## config.mk

```make
export PLATFORM = sky130hd
export DESIGN_NAME = direct_form_fir_filter_top
export DESIGN_NICKNAME = d
export VERILOG_FILES = /design/src/rtl/core/dffir_pkg.sv /design/src/rtl/core/dffir_store.sv /design/src/rtl/core/dffir_mac.sv /design/src/rtl/core/dffir_seq.sv /design/src/rtl/core/direct_form_fir_filter_top.sv
export VERILOG_INCLUDE_DIRS = /design/src /design/src/rtl/core
export SDC_FILE = /design/constraint.sdc
export NUM_CORES = 2
export LEC_CHECK = 0
export CELL_PAD_IN_SITES_DETAIL_PLACEMENT = 1
export CELL_PAD_IN_SITES_GLOBAL_PLACEMENT = 2
export CORE_MARGIN = 3
export CORE_UTILIZATION = 45
export CTS_CLUSTER_DIAMETER = 40
export DETAILED_ROUTE_END_ITERATION = 16
export DONT_BUFFER_PORTS = 1
export PLACE_DENSITY_LB_ADDON = 0.3
export REMOVE_ABC_BUFFERS = 1
export SLEW_MARGIN = 25
export SYNTH_ARGS = -nofsm -noshare
export SYNTH_HDL_FRONTEND = slang
export SYNTH_SLANG_ARGS = --single-unit
```

## constraint.sdc

```tcl
create_clock -name i_clk -period 7.85 [get_ports i_clk]
set_input_delay 1.57 -clock i_clk [delete_from_list [all_inputs] [get_ports i_clk]]
set_output_delay 1.57 -clock i_clk [all_outputs]
set_load 0.05 [all_outputs]
```

## src/rtl/core/direct_form_fir_filter_top_macros.svh

```systemverilog
// Assertion macros used by the filter sequencer.
// Define NO_ASSERTIONS to compile them out.
`ifndef DIRECT_FORM_FIR_FILTER_TOP_MACROS_SVH
`define DIRECT_FORM_FIR_FILTER_TOP_MACROS_SVH

`ifndef NO_ASSERTIONS

// Same-cycle implication
`define DFFIR_ASSERT_IMPL(lbl, clk, rst_n, ante, cons, msg) \
    lbl: assert property (@(posedge clk) disable iff (!rst_n) (ante) |-> (cons)) \
        else $error(msg);

// Next-cycle implication
`define DFFIR_ASSERT_NEXT(lbl, clk, rst_n, ante, cons, msg) \
    lbl: assert property (@(posedge clk) disable iff (!rst_n) (ante) |=> (cons)) \
        else $error(msg);

`else

`define DFFIR_ASSERT_IMPL(lbl, clk, rst_n, ante, cons, msg)
`define DFFIR_ASSERT_NEXT(lbl, clk, rst_n, ante, cons, msg)

`endif

`endif

```

## src/rtl/core/dffir_pkg.sv

```systemverilog
`timescale 1ns / 1ps

package dffir_pkg;

    // Fixed field widths
    localparam int TAP_CNT_W  = 7;
    localparam int COEF_IDX_W = 6;

    // Item kind codes (carried on tuser)
    localparam logic KIND_LOAD   = 1'b0;
    localparam logic KIND_SAMPLE = 1'b1;

    // Sequencer states
    typedef enum logic [1:0] {
        S_CLEAR,
        S_IDLE,
        S_RUN,
        S_WAIT
    } t_state;

    // Sequencer to MAC control
    typedef struct packed {
        logic start;   // clear accumulator, new sample item
        logic issue;   // tap read issued this cycle
        logic last;    // this read is the final tap
    } t_mac_ctl;

    // MAC to sequencer status
    typedef struct packed {
        logic done;    // result moved into the output register
    } t_mac_status;

endpackage

```

## src/rtl/core/dffir_store.sv

```systemverilog
`timescale 1ns / 1ps

module dffir_store #(
    parameter int MAX_TAPS     = 64,
    parameter int SAMPLE_WIDTH = 16,
    parameter int AW           = 6
) (
    input  logic                    i_clk,
    input  logic                    i_coef_we,
    input  logic [AW-1:0]           i_coef_wa,
    input  logic [SAMPLE_WIDTH-1:0] i_coef_wd,
    input  logic [AW-1:0]           i_coef_ra,
    output logic [SAMPLE_WIDTH-1:0] o_coef_rd,
    input  logic                    i_hist_we,
    input  logic [AW-1:0]           i_hist_wa,
    input  logic [SAMPLE_WIDTH-1:0] i_hist_wd,
    input  logic [AW-1:0]           i_hist_ra,
    output logic [SAMPLE_WIDTH-1:0] o_hist_rd
);

    logic [SAMPLE_WIDTH-1:0] r_coef_mem [MAX_TAPS];
    logic [SAMPLE_WIDTH-1:0] r_hist_mem [MAX_TAPS];
    logic [SAMPLE_WIDTH-1:0] r_coef_rd;
    logic [SAMPLE_WIDTH-1:0] r_hist_rd;

    // Coefficient store: one write, one registered read
    always_ff @(posedge i_clk) begin
        if (i_coef_we) begin
            r_coef_mem[i_coef_wa] <= i_coef_wd;
        end
        r_coef_rd <= r_coef_mem[i_coef_ra];
    end

    // Sample history ring: one write, one registered read
    always_ff @(posedge i_clk) begin
        if (i_hist_we) begin
            r_hist_mem[i_hist_wa] <= i_hist_wd;
        end
        r_hist_rd <= r_hist_mem[i_hist_ra];
    end

    assign o_coef_rd = r_coef_rd;
    assign o_hist_rd = r_hist_rd;

endmodule

```

## src/rtl/core/dffir_mac.sv

```systemverilog
`timescale 1ns / 1ps

module dffir_mac #(
    parameter int MAX_TAPS     = 64,
    parameter int SAMPLE_WIDTH = 16
) (
    input  logic                     i_clk,
    input  logic                     i_rst_n,
    input  dffir_pkg::t_mac_ctl      i_ctl,
    output dffir_pkg::t_mac_status   o_status,
    input  logic [SAMPLE_WIDTH-1:0]  i_hist_rd,
    input  logic [SAMPLE_WIDTH-1:0]  i_coef_rd,
    input  logic                     i_out_ready,
    output logic                     o_out_valid,
    output logic [SAMPLE_WIDTH-1:0]  o_sample_out,
    output logic                     o_saturated
);

    import dffir_pkg::*;

    localparam int SW    = SAMPLE_WIDTH;
    localparam int PW    = 2 * SW;
    localparam int ACC_W = PW + $clog2(MAX_TAPS) + 1;
    localparam int UPW   = ACC_W - SW + 1;

    localparam logic [ACC_W-1:0] HALF_LSB = ACC_W'(1) << (SW - 2);
    localparam logic [SW-1:0]    MAX_VAL  = {1'b0, {(SW - 1){1'b1}}};
    localparam logic [SW-1:0]    MIN_VAL  = {1'b1, {(SW - 1){1'b0}}};

    logic                    r_p1_v;
    logic                    r_p1_last;
    logic                    r_p2_v;
    logic                    r_p2_last;
    logic signed [PW-1:0]    r_prod;
    logic signed [ACC_W-1:0] r_acc;
    logic                    r_fin_pend;
    logic                    r_out_valid;
    logic [SW-1:0]           r_out_data;
    logic                    r_out_sat;

    logic                    load;
    logic signed [ACC_W-1:0] rounded;
    logic signed [ACC_W-1:0] shifted;
    logic [UPW-1:0]          upper;
    logic                    fits;
    logic [SW-1:0]           res_data;

    // Result moves out once the output register is free
    assign load = r_fin_pend && (!r_out_valid || i_out_ready);

    // Round half up to Q1.15, then saturate
    always_comb begin
        rounded  = r_acc + $signed(HALF_LSB);
        shifted  = rounded >>> (SW - 1);
        upper    = shifted[ACC_W-1:SW-1];
        fits     = (&upper) || !(|upper);
        res_data = fits ? shifted[SW-1:0] : (shifted[ACC_W-1] ? MIN_VAL : MAX_VAL);
    end

    // Control pipeline: read -> multiply -> accumulate -> output
    always_ff @(posedge i_clk) begin
        if (!i_rst_n) begin
            r_p1_v      <= 1'b0;
            r_p1_last   <= 1'b0;
            r_p2_v      <= 1'b0;
            r_p2_last   <= 1'b0;
            r_fin_pend  <= 1'b0;
            r_out_valid <= 1'b0;
        end else begin
            r_p1_v    <= i_ctl.issue;
            r_p1_last <= i_ctl.issue && i_ctl.last;
            r_p2_v    <= r_p1_v;
            r_p2_last <= r_p1_last;
            if (r_p2_v && r_p2_last) begin
                r_fin_pend <= 1'b1;
            end else if (load) begin
                r_fin_pend <= 1'b0;
            end
            if (load) begin
                r_out_valid <= 1'b1;
            end else if (i_out_ready) begin
                r_out_valid <= 1'b0;
            end
        end
    end

    // Shared multiplier and accumulator
    always_ff @(posedge i_clk) begin
        if (r_p1_v) begin
            r_prod <= $signed(i_hist_rd) * $signed(i_coef_rd);
        end
        if (i_ctl.start) begin
            r_acc <= '0;
        end else if (r_p2_v) begin
            r_acc <= r_acc + ACC_W'(r_prod);
        end
        if (load) begin
            r_out_data <= res_data;
            r_out_sat  <= !fits;
        end
    end

    assign o_status.done = load;
    assign o_out_valid   = r_out_valid;
    assign o_sample_out  = r_out_data;
    assign o_saturated   = r_out_sat;

endmodule

```

## src/rtl/core/dffir_seq.sv

```systemverilog
`timescale 1ns / 1ps

`include "direct_form_fir_filter_top_macros.svh"

module dffir_seq #(
    parameter int MAX_TAPS     = 64,
    parameter int SAMPLE_WIDTH = 16,
    parameter int AW           = 6
) (
    input  logic                              i_clk,
    input  logic                              i_rst_n,
    // input beats
    input  logic                              i_s_valid,
    output logic                              o_s_ready,
    input  logic                              i_kind,
    input  logic [SAMPLE_WIDTH-1:0]           i_sample,
    input  logic [dffir_pkg::COEF_IDX_W-1:0]  i_coef_idx,
    input  logic [SAMPLE_WIDTH-1:0]           i_coef_val,
    // tap count register
    input  logic                              i_cfg_valid,
    input  logic [dffir_pkg::TAP_CNT_W-1:0]   i_cfg_data,
    // store ports
    output logic                              o_coef_we,
    output logic [AW-1:0]                     o_coef_wa,
    output logic [SAMPLE_WIDTH-1:0]           o_coef_wd,
    output logic [AW-1:0]                     o_coef_ra,
    output logic                              o_hist_we,
    output logic [AW-1:0]                     o_hist_wa,
    output logic [SAMPLE_WIDTH-1:0]           o_hist_wd,
    output logic [AW-1:0]                     o_hist_ra,
    // MAC
    output dffir_pkg::t_mac_ctl               o_mac_ctl,
    input  dffir_pkg::t_mac_status            i_status
);

    import dffir_pkg::*;

    localparam int TAP_W  = $clog2(MAX_TAPS + 1);
    localparam int CMP_W  = (TAP_W > TAP_CNT_W) ? TAP_W : TAP_CNT_W;
    localparam int IDX_XW = (AW + 1 > COEF_IDX_W) ? AW + 1 : COEF_IDX_W;
    localparam logic [AW-1:0] LAST_ADDR = AW'(MAX_TAPS - 1);

    t_state               r_state, n_state;
    logic [AW-1:0]        r_clr_addr, n_clr_addr;
    logic [AW-1:0]        r_head, n_head;
    logic [AW-1:0]        r_rd_ptr, n_rd_ptr;
    logic [AW-1:0]        r_tap_idx, n_tap_idx;
    logic [AW-1:0]        r_last_idx, n_last_idx;
    logic [TAP_CNT_W-1:0] r_tap_count;

    logic                 in_fire;
    logic                 is_last;
    logic [CMP_W-1:0]     tc_ext;
    logic [CMP_W-1:0]     taps_c;
    logic [IDX_XW-1:0]    idx_ext;
    logic                 idx_ok;

    // Effective tap count, clamped to two .. MAX_TAPS
    always_comb begin
        tc_ext = CMP_W'(r_tap_count);
        if (tc_ext < CMP_W'(2)) begin
            taps_c = CMP_W'(2);
        end else if (tc_ext > CMP_W'(MAX_TAPS)) begin
            taps_c = CMP_W'(MAX_TAPS);
        end else begin
            taps_c = tc_ext;
        end
    end

    assign idx_ext = IDX_XW'(i_coef_idx);
    assign idx_ok  = idx_ext < IDX_XW'(MAX_TAPS);
    assign in_fire = i_s_valid && o_s_ready;
    assign is_last = r_tap_idx == r_last_idx;

    // Tap count register
    always_ff @(posedge i_clk) begin
        if (!i_rst_n) begin
            r_tap_count <= TAP_CNT_W'(64);
        end else if (i_cfg_valid) begin
            r_tap_count <= i_cfg_data;
        end
    end

    // State and counters
    always_ff @(posedge i_clk) begin
        if (!i_rst_n) begin
            r_state    <= S_CLEAR;
            r_clr_addr <= '0;
            r_head     <= '0;
            r_rd_ptr   <= '0;
            r_tap_idx  <= '0;
            r_last_idx <= '0;
        end else begin
            r_state    <= n_state;
            r_clr_addr <= n_clr_addr;
            r_head     <= n_head;
            r_rd_ptr   <= n_rd_ptr;
            r_tap_idx  <= n_tap_idx;
            r_last_idx <= n_last_idx;
        end
    end

    // Next state, store and MAC controls
    always_comb begin
        n_state    = r_state;
        n_clr_addr = r_clr_addr;
        n_head     = r_head;
        n_rd_ptr   = r_rd_ptr;
        n_tap_idx  = r_tap_idx;
        n_last_idx = r_last_idx;
        o_s_ready  = 1'b0;
        o_coef_we  = 1'b0;
        o_coef_wa  = idx_ext[AW-1:0];
        o_coef_wd  = i_coef_val;
        o_hist_we  = 1'b0;
        o_hist_wa  = r_head;
        o_hist_wd  = i_sample;
        o_coef_ra  = r_tap_idx;
        o_hist_ra  = r_rd_ptr;
        o_mac_ctl  = '0;

        unique case (r_state)
            S_CLEAR: begin
                // zero both stores, one entry per cycle
                o_coef_we  = 1'b1;
                o_coef_wa  = r_clr_addr;
                o_coef_wd  = '0;
                o_hist_we  = 1'b1;
                o_hist_wa  = r_clr_addr;
                o_hist_wd  = '0;
                n_clr_addr = r_clr_addr + AW'(1);
                if (r_clr_addr == LAST_ADDR) begin
                    n_state = S_IDLE;
                end
            end
            S_IDLE: begin
                o_s_ready = 1'b1;
                if (in_fire) begin
                    if (i_kind == KIND_LOAD) begin
                        o_coef_we = idx_ok;
                    end else begin
                        // newest sample lands at head, tap 0 reads it back
                        o_hist_we       = 1'b1;
                        o_mac_ctl.start = 1'b1;
                        n_rd_ptr        = r_head;
                        n_tap_idx       = '0;
                        n_last_idx      = AW'(taps_c - CMP_W'(1));
                        n_state         = S_RUN;
                    end
                end
            end
            S_RUN: begin
                o_mac_ctl.issue = 1'b1;
                o_mac_ctl.last  = is_last;
                n_tap_idx       = r_tap_idx + AW'(1);
                n_rd_ptr        = (r_rd_ptr == '0) ? LAST_ADDR : r_rd_ptr - AW'(1);
                if (is_last) begin
                    n_head  = (r_head == LAST_ADDR) ? '0 : r_head + AW'(1);
                    n_state = S_WAIT;
                end
            end
            S_WAIT: begin
                if (i_status.done) begin
                    n_state = S_IDLE;
                end
            end
            default: begin
                n_state = S_IDLE;
            end
        endcase
    end

    `DFFIR_ASSERT_IMPL(a_tap_range, i_clk, i_rst_n, r_state == S_RUN, r_tap_idx <= r_last_idx, "tap index ran past the last tap")
    `DFFIR_ASSERT_IMPL(a_done_in_wait, i_clk, i_rst_n, i_status.done, r_state == S_WAIT, "result finished outside wait state")
    `DFFIR_ASSERT_NEXT(a_last_to_wait, i_clk, i_rst_n, o_mac_ctl.last, r_state == S_WAIT, "last tap not followed by wait")
    `DFFIR_ASSERT_NEXT(a_start_at_head, i_clk, i_rst_n, o_mac_ctl.start, r_state == S_RUN && r_rd_ptr == $past(r_head), "tap walk did not start at newest sample")

endmodule

```

## src/rtl/core/direct_form_fir_filter_top.sv

```systemverilog
`timescale 1ns / 1ps

// Direct-form FIR filter, Q1.15 samples and taps, one shared multiply-accumulate.
// Input channel s_axis: tuser selects the beat kind. A load beat writes one
// coefficient. A sample beat produces one m_axis beat.
// A sample beat walks tap_count taps on the shared multiplier, tap_count being
// the clamped count, fed by one read port each on the coefficient and history
// memories, then passes the multiply and accumulate registers and the rounding
// on its way into the output register.
// s_axis_tready stays low while a sample is in work, so the next sample beat is
// taken only once the last result has moved into the output register.
// The output register holds a result while m_axis_tready is low; the next sample
// computes meanwhile, but its result waits until the register is taken.
// Config channel: i_cfg_data sets tap_count (clamped to 2..MAX_TAPS); write only
// while the block is idle. It is always ready.
// After reset both memories are cleared, one entry a cycle; no input beat is
// accepted during that pass. tap_count resets to 64.

module direct_form_fir_filter_top #(
    parameter int MAX_TAPS     = 64,
    parameter int SAMPLE_WIDTH = 16
) (
    input  logic                                  i_clk,
    input  logic                                  i_rst_n,
    // fields from bit 0: sample_in, coef_index, coef_value, zero fill
    input  logic [((2*SAMPLE_WIDTH+13)/8)*8-1:0]  s_axis_tdata,
    // fields from bit 0: kind
    input  logic                                  s_axis_tuser,
    input  logic                                  s_axis_tvalid,
    output logic                                  s_axis_tready,
    // fields from bit 0: sample_out, zero fill
    output logic [((SAMPLE_WIDTH+7)/8)*8-1:0]     m_axis_tdata,
    // fields from bit 0: saturated
    output logic                                  m_axis_tuser,
    output logic                                  m_axis_tvalid,
    input  logic                                  m_axis_tready,
    input  logic                                  i_cfg_valid,
    output logic                                  o_cfg_ready,
    input  logic [dffir_pkg::TAP_CNT_W-1:0]       i_cfg_data
);

    import dffir_pkg::*;

    localparam int SW     = SAMPLE_WIDTH;
    localparam int AW     = $clog2(MAX_TAPS);
    localparam int OUT_DW = ((SW + 7) / 8) * 8;

    logic [SW-1:0]         sample_in;
    logic [COEF_IDX_W-1:0] coef_index;
    logic [SW-1:0]         coef_value;

    logic                  coef_we;
    logic [AW-1:0]         coef_wa;
    logic [SW-1:0]         coef_wd;
    logic [AW-1:0]         coef_ra;
    logic [SW-1:0]         coef_rd;
    logic                  hist_we;
    logic [AW-1:0]         hist_wa;
    logic [SW-1:0]         hist_wd;
    logic [AW-1:0]         hist_ra;
    logic [SW-1:0]         hist_rd;
    t_mac_ctl              mac_ctl;
    t_mac_status           mac_status;
    logic [SW-1:0]         sample_out;

    // Unpack input beat
    assign sample_in  = s_axis_tdata[SW-1:0];
    assign coef_index = s_axis_tdata[SW+COEF_IDX_W-1:SW];
    assign coef_value = s_axis_tdata[2*SW+COEF_IDX_W-1:SW+COEF_IDX_W];

    assign o_cfg_ready = 1'b1;

    dffir_seq #(
        .MAX_TAPS     (MAX_TAPS),
        .SAMPLE_WIDTH (SW),
        .AW           (AW)
    ) u_seq (
        .i_clk      (i_clk),
        .i_rst_n    (i_rst_n),
        .i_s_valid  (s_axis_tvalid),
        .o_s_ready  (s_axis_tready),
        .i_kind     (s_axis_tuser),
        .i_sample   (sample_in),
        .i_coef_idx (coef_index),
        .i_coef_val (coef_value),
        .i_cfg_valid(i_cfg_valid),
        .i_cfg_data (i_cfg_data),
        .o_coef_we  (coef_we),
        .o_coef_wa  (coef_wa),
        .o_coef_wd  (coef_wd),
        .o_coef_ra  (coef_ra),
        .o_hist_we  (hist_we),
        .o_hist_wa  (hist_wa),
        .o_hist_wd  (hist_wd),
        .o_hist_ra  (hist_ra),
        .o_mac_ctl  (mac_ctl),
        .i_status   (mac_status)
    );

    dffir_store #(
        .MAX_TAPS     (MAX_TAPS),
        .SAMPLE_WIDTH (SW),
        .AW           (AW)
    ) u_store (
        .i_clk     (i_clk),
        .i_coef_we (coef_we),
        .i_coef_wa (coef_wa),
        .i_coef_wd (coef_wd),
        .i_coef_ra (coef_ra),
        .o_coef_rd (coef_rd),
        .i_hist_we (hist_we),
        .i_hist_wa (hist_wa),
        .i_hist_wd (hist_wd),
        .i_hist_ra (hist_ra),
        .o_hist_rd (hist_rd)
    );

    dffir_mac #(
        .MAX_TAPS     (MAX_TAPS),
        .SAMPLE_WIDTH (SW)
    ) u_mac (
        .i_clk        (i_clk),
        .i_rst_n      (i_rst_n),
        .i_ctl        (mac_ctl),
        .o_status     (mac_status),
        .i_hist_rd    (hist_rd),
        .i_coef_rd    (coef_rd),
        .i_out_ready  (m_axis_tready),
        .o_out_valid  (m_axis_tvalid),
        .o_sample_out (sample_out),
        .o_saturated  (m_axis_tuser)
    );

    // Pack output beat
    assign m_axis_tdata = OUT_DW'(sample_out);

endmodule

```

==> flow_metrics.env <==
export IMPL_rr_startpoint="u_store.o_coef_rd[1]"
export IMPL_vdd_drop_max_mv=0.263
export IMPL_r2r_cells=19
export IMPL_cts_max_level=5
export IMPL_status="complete, no violations"
export IMPL_place_ws_ns=0.947
export IMPL_ant_nets=0
export IMPL_viasPerCell=5.80
export IMPL_synth_top_area_frac=0.651
export IMPL_tritoncts="done"
export IMPL_rsz0062_at_grt="no"
export IMPL_ctsHoldBuffers=0
export IMPL_start_util=0.454
export IMPL_cellPowerDensity_nw_per_um2=306
export IMPL_die_w_um=470
export IMPL_core_area_um2=213000
export IMPL_grt_first_pass_wirelength_um=361000
export IMPL_mostFrequentLayoutCell="edfxtp_1"
export IMPL_setup_viol=0
export IMPL_hold_path_depth=1
export IMPL_final_core_util=0.527
export IMPL_wl_per_cell_um=28.5
export IMPL_cp_max_fo=16
export IMPL_min_path_type="flop to flop"
export IMPL_drive_above_1_share=0.257
export IMPL_clockBufferDepth=4
export IMPL_yosysUniqueCellTypes=84
export IMPL_final_cell_mix="edfxtp_1, mux4_2, inv_1"
export IMPL_hold_viol=0
export IMPL_synth_edf_count=2097
export IMPL_synth_flop_cell="edfxtp_1"
export IMPL_critPathKind="flop to flop"
export IMPL_ys_seq_area_frac=0.675
export IMPL_grt_max_degree=130
export IMPL_ys_ff_latch=2213
export IMPL_port_buffers=0
export IMPL_clkTransAtPathRegs_ns=0.06
export IMPL_die_h_um=470
export IMPL_tightest_slew_ns=1.08
export IMPL_reg2reg_to="u_mac.r_prod[31]"
export IMPL_fin_nets=5913
export IMPL_synth_cells=5179
export IMPL_dr_pass1_iters=5
export IMPL_cts_resized=0
export IMPL_clock_latency_ns=0.93
export IMPL_async_flop_share=0
export IMPL_route_detailed_drc=0
export IMPL_reg2reg_slack_ns=0.94
export IMPL_cts_buffers=331
export IMPL_fp_row_count=169
export IMPL_grt_pass1_vias=53200
export IMPL_maxSlewViolCount=0
export IMPL_grt_overflow=0
export IMPL_arrival_ns=7.51
export IMPL_hold_start="u_mac.r_p1_last"
export IMPL_place_congestion=0.793
export IMPL_worst_slack_ns=0.944
export IMPL_drt_iter0_drc=4991
export IMPL_cts_setup_buffers=0
export IMPL_avgSynthCellArea_um2=18.7
export IMPL_skew_ns=0.0924
export IMPL_cts_num_sinks=2213
export IMPL_yosysWarnings=0
export IMPL_cp_start_kind="flop"
export IMPL_fin_crit_sh=0.880
export IMPL_slew_headroom=0.275
export IMPL_whs_endpoint="u_mac.r_p2_last"
export IMPL_yosysTopAreaCell="edfxtp_1"
export IMPL_tns_ns=0
export IMPL_num_vias=49500
export IMPL_endpoint_kind="flop"
export IMPL_syn_to_final_growth_pct=16.1
export IMPL_antenna_found_initial=16
export IMPL_leakage_nw=37.6
export IMPL_fmax_ghz=0.145
export IMPL_clockRootBuffer="clkbuf_16"
export IMPL_synthTopCellsByArea="edfxtp_1, mux4_2, fa_1"
export IMPL_period_minus_slack_ns=6.91
export IMPL_syn_area_um2=96700
export IMPL_wl_um=243000
export IMPL_die_area_um2=220000
export IMPL_place_hpwl_um=145000
export IMPL_grt_total_usage=0.222
export IMPL_holdWs_ns=0.442
export IMPL_cp_required_ns=8.45
export IMPL_io_pin_count=73
export IMPL_cap_violations=0
-- sequential cells by signal, summed over array words and instances, names as in the netlist --
| register | cells |
|---|---|
| u_mac.r_prod | 32 |
| u_mac.o_saturated | 1 |
| u_store.r_hist_mem | 1024 |
| u_store.o_hist_rd | 16 |
| u_mac.r_p2_v | 1 |
| u_mac.r_fin_pend | 1 |
| u_seq.r_head | 6 |
| u_seq.r_state | 2 |
| u_mac.o_sample_out | 16 |
| u_mac.r_p1_last | 1 |
| u_mac.r_acc | 39 |
| u_store.r_coef_mem | 1024 |
| u_seq.r_tap_count | 7 |
| u_seq.r_last_idx | 6 |
| u_seq.o_coef_ra | 6 |
| u_mac.r_p2_last | 1 |
| u_mac.r_p1_v | 1 |
| u_seq.r_clr_addr | 6 |
| u_store.o_coef_rd | 16 |
| u_mac.o_out_valid | 1 |
| u_seq.o_hist_ra | 6 |
-- cell type report --
cell class	instances	area (µm²)
sequential	2213	65300
antenna	7	17.5
timing repair buffer	196	1580
fill	18900	101000
inverter	337	1260
multi-input combinational	2386	29500
clock buffer	365	8500
tap	2821	3530
clock inverter	217	2530
-- logic make-up (layout without fill, tap and decap cells) --
| group | after synthesis | after routing | synth area share |
|---|---|---|---|
| AOI/OAI and AO/OA | 363 | 363 | 0.0247 |
| xor gates and xnor gates | 99 | 99 | 0.00897 |
| adders and majority gates | 395 | 395 | 0.0715 |
| buffers and inverters | 580 | 1115 | 0.0232 |
| DFF | 2213 | 2213 | 0.675 |
| muxes | 714 | 714 | 0.156 |
| other | 1 | 8 | 0.0000388 |
| and+or+nand+nor | 814 | 814 | 0.0399 |
-- per-layer routing --
layer	GRT usage	wire, µm	up-vias	share of wire
met3	0.0392	17500	331	0.072
met5	0	13	-	0.000053
met2	0.349	116000	1865	0.48
li1	-	-	20800	-
met4	0.0577	5560	2	0.023
met1	0.324	105000	26500	0.43
-- worst max path at each step --
| stage | slack, ns | end | start |
|---|---|---|---|
| CTS | 0.91 | u_mac.r_prod[31] | u_store.o_coef_rd[1] |
| global route | 0.61 | u_mac.r_prod[30] | u_store.o_coef_rd[1] |
| finish | 0.94 | u_mac.r_prod[31] | u_store.o_coef_rd[1] |
| detailed placement | 0.95 | u_mac.r_prod[31] | u_store.o_coef_rd[1] |
| floorplan | -4.41 | u_store.o_coef_rd[0] | u_seq.o_coef_ra[0] |
| global placement | 1.07 | u_mac.r_prod[31] | u_store.o_coef_rd[1] |
-- power by group --
part	switching [mW]	internal, mW
combinational	3.59	2.83
sequential	0.126	13.2
clock	5.43	9.25
-- cell usage after synthesis (all sizes together) (4+ instances only) --
cell type and instances:
or3 7, a22oi 12, o22ai 9, o21ai 94, a21o 26, a221oi 15, o31ai 10, fa 263
mux2 13, o211ai 11, a211oi 18, nor2 230, o31a 4, mux2i 65, inv 336, ha 132
o21bai 5, o32ai 4, nor4 5, clkbuf 167, nand2 250, nand4 14, o21a 18, and3 6
xor2 37, edfxtp 2097, nand2b 30, o41ai 5, a21boi 9, and2 127, buf 76, mux4 636
a21oi 85, a31oi 6, xnor2 62, nor3 20, nor2b 65, dfxtp 116, nand3 45
-- critical path: stages (launching register included) --
cell     delay (ns)
dfxtp_1        0.85
nand2_1        0.22
inv_1          0.19
fa_1           0.53
fa_1           0.80
fa_1           0.52
fa_1           0.51
fa_1           0.49
inv_1          0.05
fa_1           0.48
inv_1          0.04
ha_1           0.33
a21o_1         0.20
a21oi_1        0.31
o21ai_0        0.13
and2_1         0.19
a31oi_2        0.25
a21oi_1        0.16
o41ai_2        0.25
xnor2_1        0.12
-- metrics by stage --
step                      std cells  area, µm²  power, mW
after global placement         7952     101000       19.9
after CTS                      8535     112000       34.8
after global routing           8538     112000       36.2
after detailed placement       7953     101000       20.0
after floorplan                4936      95700       18.4
final                          8542     112000       34.4
Power figures use the tool's default switching activity.
